--- src/hdl/qmm_pkg.sv ---
// ----------------------------------------------------------------------------
// qmm_pkg: shared types and constants of the quadrotor motor mixer
// Request and response payloads, register indexes and datapath widths.
// ----------------------------------------------------------------------------
package qmm_pkg;

   // Request fields.
   localparam int FIELD_W = 24;

   // Shifted yaw can grow by up to seven bits, and halving drops one.
   localparam int YAW_SHIFT_W = 3;
   localparam int YAW_EXT_W   = FIELD_W + (1 << YAW_SHIFT_W) - 1;
   localparam int HALF_YAW_W  = YAW_EXT_W - 1;
   localparam int HALF_LIFT_W = FIELD_W - 1;

   // Squared-speed sums and the square root.
   localparam int SUM_W  = 32;
   localparam int RAD_W  = 32;
   localparam int ROOT_W = 16;

   // Square-root steps per pipeline stage (divides ROOT_W).
   localparam int SQRT_STEPS_PER_STAGE = 2;

   localparam int MOTORS = 4;

   // Control registers.
   localparam int THRUST_SHIFT_W = 4;
   localparam int SPEED_W        = 16;
   localparam int CSR_INDEX_W    = 2;
   localparam int CSR_DATA_W     = 16;

   localparam logic [CSR_INDEX_W-1:0] REG_THRUST_SHIFT = 2'd0;
   localparam logic [CSR_INDEX_W-1:0] REG_YAW_SHIFT    = 2'd1;
   localparam logic [CSR_INDEX_W-1:0] REG_MIN_SPEED    = 2'd2;
   localparam logic [CSR_INDEX_W-1:0] REG_MAX_SPEED    = 2'd3;

   localparam logic [SPEED_W-1:0] MAX_SPEED_RESET = 16'hFFFF;

   typedef struct packed {
      logic        [FIELD_W-1:0] lift;
      logic signed [FIELD_W-1:0] roll_moment;
      logic signed [FIELD_W-1:0] pitch_moment;
      logic signed [FIELD_W-1:0] yaw_moment;
      logic                      stick_lift_zero;
   } req_type;

   typedef struct packed {
      logic [SPEED_W-1:0] motor_0;
      logic [SPEED_W-1:0] motor_1;
      logic [SPEED_W-1:0] motor_2;
      logic [SPEED_W-1:0] motor_3;
   } rsp_type;

endpackage

--- src/hdl/qmm_sqrt_pipe.sv ---
// ----------------------------------------------------------------------------
// qmm_sqrt_pipe: pipelined floor integer square root
// Digit-by-digit restoring square root, STEPS result bits per register stage.
// ----------------------------------------------------------------------------
module qmm_sqrt_pipe #(
   parameter int STEPS = qmm_pkg::SQRT_STEPS_PER_STAGE
) (
   input  logic                        clock,
   input  logic [qmm_pkg::RAD_W-1:0]   rad_i,
   output logic [qmm_pkg::ROOT_W-1:0]  root_o
);

   localparam int RAD_W  = qmm_pkg::RAD_W;
   localparam int ROOT_W = qmm_pkg::ROOT_W;
   localparam int REM_W  = ROOT_W + 1;
   localparam int STAGES = ROOT_W / STEPS;

   logic [RAD_W-1:0]  rad_ff  [STAGES];
   logic [RAD_W-1:0]  rad_in  [STAGES];
   logic [REM_W-1:0]  rem_ff  [STAGES];
   logic [REM_W-1:0]  rem_in  [STAGES];
   logic [ROOT_W-1:0] root_ff [STAGES];
   logic [ROOT_W-1:0] root_in [STAGES];

   always_comb begin
      logic [RAD_W-1:0]  rad;
      logic [REM_W-1:0]  rem;
      logic [ROOT_W-1:0] root;
      logic [REM_W+1:0]  cur;
      logic [REM_W+1:0]  trial;
      for (int s = 0; s < STAGES; s++) begin
         if (s == 0) begin
            rad  = rad_i;
            rem  = '0;
            root = '0;
         end else begin
            rad  = rad_ff[s-1];
            rem  = rem_ff[s-1];
            root = root_ff[s-1];
         end
         for (int k = 0; k < STEPS; k++) begin
            // Bring down the next two radicand bits and try the 4*root+1 subtrahend.
            cur   = {rem, rad[RAD_W-1 -: 2]};
            rad   = rad << 2;
            trial = {1'b0, root, 2'b01};
            if (cur >= trial) begin
               cur  = cur - trial;
               root = {root[ROOT_W-2:0], 1'b1};
            end else begin
               root = {root[ROOT_W-2:0], 1'b0};
            end
            rem = cur[REM_W-1:0];
         end
         rad_in[s]  = rad;
         rem_in[s]  = rem;
         root_in[s] = root;
      end
   end

   always_ff @(posedge clock) begin
      for (int s = 0; s < STAGES; s++) begin
         rad_ff[s]  <= rad_in[s];
         rem_ff[s]  <= rem_in[s];
         root_ff[s] <= root_in[s];
      end
   end

   assign root_o = root_ff[STAGES-1];

endmodule

--- src/hdl/quadrotor_motor_mixer_sqrt.sv ---
// ----------------------------------------------------------------------------
// quadrotor_motor_mixer_sqrt: four-motor mixer with square-root speed stage
// Mixes lift, roll, pitch and yaw demands into four motor speeds.
// ----------------------------------------------------------------------------
// Usage:
// A request is taken at a rising edge with start high and busy low. busy is
// high only while reset is asserted, so a new request can enter every cycle.
// Each request yields one response: rsp_valid is high for exactly one cycle
// with the four motor speeds on rsp_data. The receiver cannot stall.
// A request passes the scaling stage, the sum stage, the square-root stages
// and the output register; throughput is one request per cycle. The depth
// is set by the square-root pipeline, which retires SQRT_STEPS result bits
// per stage in each motor lane.
// Control registers are written through csr_we/csr_index/csr_wdata and take
// effect at once; they are meant to be written while no request is in flight.
// Synchronous reset empties the pipeline, drops all in-flight requests and
// returns the registers to their defaults (no shifts, minimum speed 0,
// maximum speed 65535).
// ----------------------------------------------------------------------------
module quadrotor_motor_mixer_sqrt #(
   parameter int SQRT_STEPS = qmm_pkg::SQRT_STEPS_PER_STAGE
) (
   input  logic                              clock,
   input  logic                              reset,
   input  logic                              start,
   output logic                              busy,
   input  qmm_pkg::req_type                  req_data,
   output logic                              rsp_valid,
   output qmm_pkg::rsp_type                  rsp_data,
   input  logic                              csr_we,
   input  logic [qmm_pkg::CSR_INDEX_W-1:0]   csr_index,
   input  logic [qmm_pkg::CSR_DATA_W-1:0]    csr_wdata
);

   localparam int FIELD_W     = qmm_pkg::FIELD_W;
   localparam int YAW_EXT_W   = qmm_pkg::YAW_EXT_W;
   localparam int HALF_YAW_W  = qmm_pkg::HALF_YAW_W;
   localparam int HALF_LIFT_W = qmm_pkg::HALF_LIFT_W;
   localparam int SUM_W       = qmm_pkg::SUM_W;
   localparam int RAD_W       = qmm_pkg::RAD_W;
   localparam int ROOT_W      = qmm_pkg::ROOT_W;
   localparam int SPEED_W     = qmm_pkg::SPEED_W;
   localparam int MOTORS      = qmm_pkg::MOTORS;
   localparam int STAGES      = ROOT_W / SQRT_STEPS;
   localparam int PIPE_D      = STAGES + 2;
   localparam int LATENCY     = PIPE_D + 1;

   // ------------------------------------------------------------------
   // Control registers
   // ------------------------------------------------------------------
   logic [qmm_pkg::THRUST_SHIFT_W-1:0] thrust_shift_ff;
   logic [qmm_pkg::YAW_SHIFT_W-1:0]    yaw_shift_ff;
   logic [SPEED_W-1:0]                 min_speed_ff;
   logic [SPEED_W-1:0]                 speed_cap_ff;

   always_ff @(posedge clock) begin
      if (reset) begin
         thrust_shift_ff <= '0;
         yaw_shift_ff    <= '0;
         min_speed_ff    <= '0;
         speed_cap_ff    <= qmm_pkg::MAX_SPEED_RESET;
      end else if (csr_we) begin
         unique case (csr_index)
            qmm_pkg::REG_THRUST_SHIFT: begin
               thrust_shift_ff <= csr_wdata[qmm_pkg::THRUST_SHIFT_W-1:0];
            end
            qmm_pkg::REG_YAW_SHIFT: begin
               yaw_shift_ff <= csr_wdata[qmm_pkg::YAW_SHIFT_W-1:0];
            end
            qmm_pkg::REG_MIN_SPEED: begin
               min_speed_ff <= csr_wdata[SPEED_W-1:0];
            end
            qmm_pkg::REG_MAX_SPEED: begin
               speed_cap_ff <= csr_wdata[SPEED_W-1:0];
            end
            default: begin
            end
         endcase
      end
   end

   // ------------------------------------------------------------------
   // Handshake and valid/zero-lift pipeline
   // ------------------------------------------------------------------
   logic              accept;
   logic [PIPE_D-1:0] valid_ff;
   logic [PIPE_D-1:0] zero_ff;
   logic              rsp_valid_ff;

   assign busy   = reset;
   assign accept = start && !busy;

   always_ff @(posedge clock) begin
      if (reset) begin
         valid_ff     <= '0;
         rsp_valid_ff <= 1'b0;
      end else begin
         valid_ff     <= {valid_ff[PIPE_D-2:0], accept};
         rsp_valid_ff <= valid_ff[PIPE_D-1];
      end
   end

   always_ff @(posedge clock) begin
      zero_ff <= {zero_ff[PIPE_D-2:0], req_data.stick_lift_zero};
   end

   // ------------------------------------------------------------------
   // Stage 1: scale the demands and halve lift and yaw
   // ------------------------------------------------------------------
   logic        [HALF_LIFT_W-1:0] half_lift_ff, half_lift_in;
   logic signed [FIELD_W-1:0]     roll_ff, roll_in;
   logic signed [FIELD_W-1:0]     pitch_ff, pitch_in;
   logic signed [HALF_YAW_W-1:0]  half_yaw_ff, half_yaw_in;
   logic        [FIELD_W-1:0]     lift_sh;
   logic signed [YAW_EXT_W-1:0]   yaw_ext;
   logic signed [YAW_EXT_W-1:0]   yaw_sh;

   always_comb begin
      lift_sh      = req_data.lift >> thrust_shift_ff;
      half_lift_in = lift_sh[FIELD_W-1:1];
      roll_in      = req_data.roll_moment >>> thrust_shift_ff;
      pitch_in     = req_data.pitch_moment >>> thrust_shift_ff;
      yaw_ext      = YAW_EXT_W'(req_data.yaw_moment);
      yaw_sh       = yaw_ext <<< yaw_shift_ff;
      // Dropping the low bit of a signed value is a floor halving.
      half_yaw_in  = yaw_sh[YAW_EXT_W-1:1];
   end

   always_ff @(posedge clock) begin
      half_lift_ff <= half_lift_in;
      roll_ff      <= roll_in;
      pitch_ff     <= pitch_in;
      half_yaw_ff  <= half_yaw_in;
   end

   // ------------------------------------------------------------------
   // Stage 2: four squared-speed sums, halved and clamped at zero
   // ------------------------------------------------------------------
   logic [RAD_W-1:0]        rad_ff [MOTORS];
   logic [RAD_W-1:0]        rad_in [MOTORS];
   logic signed [SUM_W-1:0] sum    [MOTORS];

   always_comb begin
      logic signed [SUM_W-1:0] ez;
      logic signed [SUM_W-1:0] el;
      logic signed [SUM_W-1:0] em;
      logic signed [SUM_W-1:0] en;
      ez = SUM_W'(half_lift_ff);
      el = SUM_W'(roll_ff);
      em = SUM_W'(pitch_ff);
      en = SUM_W'(half_yaw_ff);
      sum[0] = em + en + ez;
      sum[1] = ez - en - el;
      sum[2] = ez + en - em;
      sum[3] = el - en + ez;
      for (int i = 0; i < MOTORS; i++) begin
         if (sum[i][SUM_W-1]) begin
            rad_in[i] = '0;
         end else begin
            rad_in[i] = RAD_W'(sum[i][SUM_W-1:1]);
         end
      end
   end

   always_ff @(posedge clock) begin
      for (int i = 0; i < MOTORS; i++) begin
         rad_ff[i] <= rad_in[i];
      end
   end

   // ------------------------------------------------------------------
   // Square-root lanes
   // ------------------------------------------------------------------
   logic [ROOT_W-1:0] root [MOTORS];

   for (genvar g = 0; g < MOTORS; g++) begin : g_lane
      qmm_sqrt_pipe #(
         .STEPS (SQRT_STEPS)
      ) u_sqrt (
         .clock  (clock),
         .rad_i  (rad_ff[g]),
         .root_o (root[g])
      );
   end

   // ------------------------------------------------------------------
   // Output stage: minimum, then maximum, forced to zero without lift
   // ------------------------------------------------------------------
   logic [SPEED_W-1:0] speed [MOTORS];
   qmm_pkg::rsp_type   rsp_ff, rsp_in;

   always_comb begin
      logic [SPEED_W-1:0] s;
      for (int i = 0; i < MOTORS; i++) begin
         s = SPEED_W'(root[i]);
         if (s < min_speed_ff) begin
            s = min_speed_ff;
         end
         if (s > speed_cap_ff) begin
            s = speed_cap_ff;
         end
         speed[i] = zero_ff[PIPE_D-1] ? '0 : s;
      end
      rsp_in.motor_0 = speed[0];
      rsp_in.motor_1 = speed[1];
      rsp_in.motor_2 = speed[2];
      rsp_in.motor_3 = speed[3];
   end

   always_ff @(posedge clock) begin
      rsp_ff <= rsp_in;
   end

   assign rsp_valid = rsp_valid_ff;
   assign rsp_data  = rsp_ff;

`ifndef SYNTHESIS
   // Every accepted request produces exactly one response.
   a_latency: assert property (@(posedge clock) disable iff (reset)
      rsp_valid == $past(accept, LATENCY))
      else $error("response strobe does not match request latency");

   // The cap is applied after the minimum, so no speed exceeds the maximum in force.
   a_max_cap: assert property (@(posedge clock) disable iff (reset)
      rsp_valid |-> (rsp_data.motor_0 <= $past(speed_cap_ff)) &&
                    (rsp_data.motor_1 <= $past(speed_cap_ff)) &&
                    (rsp_data.motor_2 <= $past(speed_cap_ff)) &&
                    (rsp_data.motor_3 <= $past(speed_cap_ff)))
      else $error("motor speed above maximum");

   // A request without stick lift must come out as all-zero speeds.
   a_zero_lift: assert property (@(posedge clock) disable iff (reset)
      (valid_ff[PIPE_D-1] && zero_ff[PIPE_D-1]) |=>
         (rsp_valid && (rsp_data.motor_0 == '0) && (rsp_data.motor_1 == '0) &&
          (rsp_data.motor_2 == '0) && (rsp_data.motor_3 == '0)))
      else $error("zero-lift request produced nonzero speed");
`endif

endmodule
--- config.mk ---
export PLATFORM = sky130hd
export DESIGN_NAME = quadrotor_motor_mixer_sqrt
export DESIGN_NICKNAME = d
export VERILOG_FILES = /design/src/hdl/qmm_pkg.sv /design/src/hdl/qmm_sqrt_pipe.sv /design/src/hdl/quadrotor_motor_mixer_sqrt.sv
export SDC_FILE = /design/constraint.sdc
export NUM_CORES = 2
export LEC_CHECK = 0
export ABC_CLOCK_PERIOD_IN_PS = 11150
export BUFFER_PORTS_ARGS = -buffer_cell sky130_fd_sc_hd__buf_2
export CORE_ASPECT_RATIO = 0.75
export CORE_UTILIZATION = 30
export CTS_CLUSTER_SIZE = 10
export DETAILED_ROUTE_END_ITERATION = 10
export SLEW_MARGIN = 5
export SYNTH_ARGS = -nofsm -noshare
export SYNTH_HDL_FRONTEND = slang
export SYNTH_SLANG_ARGS = --single-unit
--- constraint.sdc ---
create_clock -name clock -period 11.15 [get_ports clock]
set_input_delay 1.115 -clock clock [delete_from_list [all_inputs] [get_ports clock]]
set_output_delay 1.115 -clock clock [all_outputs]
set_load 0.05 [all_outputs]
# ---- After elaboration in Yosys (flattened, before gate mapping)
# Memory sizes are Yosys's and may differ from the RTL's.
# Cells that the tools add are included.
dict set report word_totals {
  ff_bits 225
  latchBits 0
  mem_bits_rw 2072
  romBits 0
  in_bits 119
  out_inout_bits 66
  elab_cells 326
  mem_count 13
}
# memory depth width read_ports rd_ports_with_merged_regs write_ports line
set mem_list {}
lappend mem_list {{g_lane[0].u_sqrt.rad_ff} 8 28 7 0 8 qmm_sqrt_pipe.sv:18} ;# logic [RAD_W-1:0] rad_ff [STAGES];
lappend mem_list {{g_lane[1].u_sqrt.rad_ff} 8 28 7 0 8 qmm_sqrt_pipe.sv:18}
lappend mem_list {{g_lane[2].u_sqrt.rad_ff} 8 28 7 0 8 qmm_sqrt_pipe.sv:18}
lappend mem_list {{g_lane[3].u_sqrt.rad_ff} 8 28 7 0 8 qmm_sqrt_pipe.sv:18}
lappend mem_list {{g_lane[0].u_sqrt.rem_ff} 8 17 7 0 8 qmm_sqrt_pipe.sv:20} ;# logic [REM_W-1:0] rem_ff [STAGES];
lappend mem_list {{g_lane[1].u_sqrt.rem_ff} 8 17 7 0 8 qmm_sqrt_pipe.sv:20}
lappend mem_list {{+7 memories} n/a n/a n/a n/a n/a n/a}
dict set report classes {
  add_sub_neg 72
  mul 0
  n_div 0
  magnitude_cmp 72
  eq_ne 3
  n_shift 4
  muxes 140
  n_bitwise 0
  n_reduce_logical 7
}
# cell count
set ops {}
lappend ops {{$mux 17} 64}
lappend ops {{$ge 19x18->1} 56}
lappend ops {{$sub 17x17->17} 56}
lappend ops {{$mux 16} 8}
lappend ops {{$mux 30} 4}
lappend ops {{$ge 19x3->1} 4}
lappend ops {{$sub 17x3->17} 4}
lappend ops {{$add 31x24->32} 2}
lappend ops {{$gt 16x16->1} 4}
lappend ops {{$lt 16x16->1} 4}
lappend ops {{$mux 1} 64}
lappend ops {{$sub 31x24->32} 2}
lappend ops {{$add 24x30->31} 2}
lappend ops {{$sub 24x30->31} 2}
lappend ops {{$sshr 24x4->24} 2}
lappend ops {{$sshl 24x3->31} 1}
lappend ops {{$shr 24x4->24} 1}
lappend ops {{$sub 2x1->3 const AB} 4}
lappend ops {{$ge 2x1->1 const AB} 4}
lappend ops {{$reduce_and 2->1} 4}
lappend ops {{$eq 2x2->1 const B} 2}
lappend ops {{$eq 2x1->1 const B} 1}
lappend ops {{$logic_not 2->1} 1}
lappend ops {{$logic_and 1x1->1} 1}
lappend ops {{$logic_not 1->1} 1}

# ---- Depth between registers and ports, before layout
# An unclocked memory read counts as a cell.
dict set report logic_depth {
  word_depth 5
  ltp_mapped 25
  depth_no_buf 23
}

# ---- Modules after synthesis
# Synthesis repeated with hierarchy kept, for this count alone.
dict set report hier_totals {
  cells_unflattened 10472
  area_unflattened_um2 90905.9
}
# mod n_inst cells_each area_each_um2 seq_area_each_um2
set modules_own_cells {}
lappend modules_own_cells {{qmm_sqrt_pipe (g_lane[0].u_sqrt ...)} 3 1847 16226.8 5925.7}
lappend modules_own_cells {quadrotor_motor_mixer_sqrt 1 3140 26516.7 6906.6}
lappend modules_own_cells {{qmm_sqrt_pipe (g_lane[2].u_sqrt)} 1 1791 15708.8 5925.7}

# ---- Worst setup path after synthesis
# No wires, ideal clock.
dict set report synth_path {
  path_kind {register -> register}
  startpoint {register min_speed_ff[1]}
  endpoint {register rsp_ff, in the netlist rsp_data[55]}
  setup_time_ps 128
  arrival_ps 4941
  t_required_ps 11022
  path_slack_ps 6081
  stages_incl_launch_ff 25
  path_buffers 4
  synth_period_minus_slack_ps 5069
  path_cell_list {dfxtp_1 > inv_1 > ha_1 > a21o_1 > a21o_1 > a21oi_1 > o21ai_0 > a21oi_1 > or3_1 > clkbuf_1 > buf_1 > mux2_2 > ha_1 > nor2b_1 > o21a_1 > o21a_1 > o21a_1 > o21a_1 > o21a_1 > o21ai_0 > a211o_1 > clkbuf_1 > clkbuf_1 > mux2i_1 > nor2_1}
}
dict set report synth_via {
  elab_chain_cells 4
}
# element line
set synth_lines {}
lappend synth_lines {{from (decl)} quadrotor_motor_mixer_sqrt.sv:53} ;# logic [SPEED_W-1:0] min_speed_ff;
lappend synth_lines {{from (signal assigned)} quadrotor_motor_mixer_sqrt.sv:71} ;# min_speed_ff <= csr_wdata[SPEED_W-1:0];
lappend synth_lines {{$lt 16x16->1} quadrotor_motor_mixer_sqrt.sv:196} ;# if (s < min_speed_ff) begin
lappend synth_lines {{$mux 16 (*)} quadrotor_motor_mixer_sqrt.sv:196}
lappend synth_lines {{$gt 16x16->1} quadrotor_motor_mixer_sqrt.sv:199} ;# if (s > speed_cap_ff) begin
lappend synth_lines {{$mux 16 (*)} quadrotor_motor_mixer_sqrt.sv:199}
lappend synth_lines {{to (signal assigned)} quadrotor_motor_mixer_sqrt.sv:211} ;# rsp_ff <= rsp_in;
lappend synth_lines {{to (decl)} quadrotor_motor_mixer_sqrt.sv:190} ;# qmm_pkg::rsp_type rsp_ff, rsp_in;
# Mark *: on every way between the ends. The rest lies on a longest branch, timed or not.
# A chain may end at the register's enable or synchronous reset.

==> flow_summary.json <==
{
  "final_count_of_pins_violating_max_slew": 0,
  "cts.sink_count": 1469,
  "ys_ff_latch": 1469,
  "detail_route.drc_violations": 0,
  "worst-endpoint-required_ps": 11820,
  "antenna_found_initial": 45,
  "ioPinCount": 185,
  "syn_area_sq_um": 83900,
  "post_synth_main_area_contributors": "dfxtp_1, ha_1, xnor2_1",
  "nFillCells": 28647,
  "cts.clk_slew.worst_paths_ps": 60,
  "timing.clock.skew_ps": 48.7,
  "final_cells": 13424,
  "timing_hold_violations_final": 0,
  "grt_setup_unrepaired": "no",
  "sequential_to_total_area_share_from_yosys_stat_pct": 35.1,
  "worstSetupEndpointType": "register",
  "ctsHtreeMaxLevel": 4,
  "synth-async-reset-ratio_pct": 0,
  "gpl.final_weighted_congestion": 0.929,
  "timing.critical_path.buf_inv": 2,
  "status": "completed",
  "pre_cts_slack_ps": 4660,
  "startpoint_type": "register",
  "max_stage_delay_ps": 860,
  "post_cts.repair.setup_buffers": 0,
  "tightestPinTransition_ps": 1380,
  "numCtsBuffers": 178,
  "critPathMaxFanout": 24,
  "whs_ps": 284,
  "placementRows": 167,
  "overflow": 0,
  "synthFlopType": "dfxtp_1",
  "post_route_cells_drive_above_1_share_pct": 7.63,
  "crit_top_cell": "a21o_1",
  "start_util_pct": 30.3,
  "dieArea_sq_um": 282000,
  "ys_types": 96,
  "synth_cells": 9523,
  "setup_viol": 0,
  "period_share_pct": 59.2,
  "hold_path.class": "reg2reg",
  "ir_drop_uv": 143,
  "drt_wl_total_mm": 229,
  "crit_path_top_delay_cell": "nand4_1",
  "avgSynthCellArea_sq_um": 8.81,
  "routed_wire_length_per_instance_microns": 17.1,
  "setup_total_negative_slack_ps": 0,
  "synth_top_area_share_pct": 35.1,
  "path_delay_family": "compound AO/OA/AOI/OAI gates",
  "timing.final.crit_period_ps": 6600,
  "area_delta_synth_final_pct": 11.7,
  "ant_nets": 0,
  "cts_hold_buf": 0,
  "cts_tree": "done",
  "worst-endpoint-arrival_ps": 7270,
  "slew-limit-headroom_pct": 7.35,
  "cts_resized": 0,
  "clock_tree.buffer_depth": 4,
  "criticalPathCategory": "reg2reg",
  "clock-root-buffer": "clkbuf_16",
  "grt_pass1_wl_mm": 353,
  "first_global_vias": 60423,
  "synth-edff-count": 0,
  "clk_latency_ps": 800,
  "dpl.cell_count": 13208,
  "number_of_warning_messages_in_the_yosys_log": 0,
  "globalRouteTotalUtil_pct": 15.7,
  "fp.coreArea_sq_um": 277000,
  "average_via_count_per_standard_cell": 4.96,
  "cap_viol_max_count": 0,
  "die_y_microns": 460,
  "fin_nets": 10691,
  "post-route-worst-setup-slack_ps": 4550,
  "crit_chain": "inv_1 -> ha_1 -> nor4bb_1 -> and2_1 -> a221o_1 -> a21o_1 -> inv_1 -> and2_1 -> a31o_2 -> ha_1 -> a21o_1 -> a21o_1 -> a21o_1 -> a21oi_1 -> o211a_1 -> nor2_1 -> a211oi_1 -> nand4_1 -> mux2_2",
  "power.density_nw_per_um2": 308,
  "yosys.area.top_type": "dfxtp_1",
  "chipWidth_microns": 613,
  "fmax_mhz": 152,
  "grt_max_degree": 84,
  "cellLeakagePower_nw": 42.0,
  "portBuffers": 183,
  "drt_iter0_drc": 5662,
  "route.vias.total": 66634,
  "length_of_the_first_detailed_routing_pass_in_iterations": 6,
  "dpl.hpwl_mm": 184
}
## state kept, by name, indices dropped and copies added (netlist names), 23 cells and up
register,flops
g_lane.u_sqrt.rad_ff,448
g_lane.u_sqrt.rem_ff,420
g_lane.u_sqrt.root_ff,256
rad_ff,120
rsp_data,64
half_yaw_ff,30
pitch_ff,24
roll_ff,24
half_lift_ff,23
## final cells by class
type / instances / area [sq um] / area share, %
multi-input cells: 7024 / 50600 / 54.1
flip-flops and latches: 1469 / 29400 / 31.4
clock buffers: 196 / 4660 / 4.97
well taps: 3718 / 4650 / 4.97
inverters: 780 / 2930 / 3.13
repair buffers: 217 / 1170 / 1.25
clock inverters: 14 / 176 / 0.188
diodes: 6 / 15.0 / 0.0160
## cell usage in the layout (no fill, tap or decap), types with 64 or more instances in the layout
master	n
dfxtp_1	1465
o21a_1	152
a211oi_1	132
a21oi_1	661
nand2_1	675
ha_1	810
and3_1	82
nand2b_1	110
mux2i_1	155
fa_1	92
o21bai_1	64
o21ai_0	420
clkbuf_16	181
nor2_1	830
nand4_1	115
nor3_1	213
nand3_1	171
inv_1	764
a21o_1	256
buf_2	183
nor4_1	76
xnor2_1	405
nor2b_1	131
o31ai_1	78
a31oi_1	73
xor2_1	238
mux2_2	157
## worst reg2reg max path, cell delays in order (launching register included)
cell	delay (ps)
dfxtp_1	330
inv_1	70
ha_1	380
nor4bb_1	590
and2_1	300
a221o_1	220
a21o_1	570
inv_1	420
and2_1	280
a31o_2	240
ha_1	190
a21o_1	210
a21o_1	180
a21o_1	180
a21oi_1	190
o211a_1	220
nor2_1	90
a211oi_1	360
nand4_1	860
mux2_2	600
## Yosys cell counts (62+ instances only)
cell type,n
mux2i_1,155
nand2b_1,110
nand2_1,675
xor2_1,238
xnor2_1,405
o21bai_1,64
fa_1,92
o31ai_1,80
clkbuf_1,213
inv_1,764
and3_1,82
a211oi_1,132
nand4_1,115
nor2b_1,131
a31oi_1,75
or3_1,62
nand3_1,171
o21ai_0,421
nor4_1,76
a21o_1,256
a21oi_1,664
dfxtp_1,1469
mux2_2,157
nor2_1,830
nor3_1,214
ha_1,810
o21a_1,152
## worst paths after layout
| check | to | slack (ps) | cells past startpoint | start |
|---|---|---|---|---|
| worst min register to register | g_lane[3].u_sqrt.rad_ff[0][50] | 280 | 0 | g_lane[3].u_sqrt.rad_ff[0][18] |
| worst max-delay path | g_lane[2].u_sqrt.rem_ff[1][43] | 4550 | 19 | g_lane[2].u_sqrt.root_ff[1][26] |
| worst max register to register | g_lane[2].u_sqrt.rem_ff[1][43] | 4550 | 19 | g_lane[2].u_sqrt.root_ff[1][26] |
| worst min-delay path | g_lane[3].u_sqrt.rad_ff[0][50] | 280 | 0 | g_lane[3].u_sqrt.rad_ff[0][18] |
## cell families after synthesis
family / after synthesis / share of synthesized area, %
AO/OA/AOI/OAI: 2300 / 17.9
AND/OR/NAND/NOR: 2833 / 16.7
other: 1 / 0.00447
XOR/XNOR: 643 / 6.71
flip-flops: 1469 / 35.1
adder cells (fa/ha/maj): 902 / 14.3
buffers and inverters: 1033 / 4.65
multiplexers: 342 / 4.75
## stage by stage
| stage | cell area (sq um) | total power [mW] | util [%] |
|---|---|---|---|
| 2_1_floorplan | 83900 | 19.9 | - |
| 3_3_place_gp | 88800 | 23.6 | 32.1 |
| 3_5_place_dp | 88800 | 23.6 | 32.1 |
| 4_1_cts | 93600 | 28.8 | 33.8 |
| 5_1_grt | 93700 | 31.2 | 33.8 |
| 6_report | 93700 | 28.9 | 33.8 |
## layer usage
layer	up-vias	routed length, microns	global-route usage (%)	part of all wire (%)
met4	8	3560	2.82	1.6
met5	-	56	0	0.024
met1	30418	123000	25.4	54
met3	284	18200	3.17	8.0
li1	33836	-	-	-
met2	2088	84200	20.6	37
## report_power, final
part	switching, mW	internal [mW]
clock	2.07	2.98
sequential	1.37	7.26
combinational	8.74	6.46
total	12.2	16.7
Power figures use the tool's default switching activity.
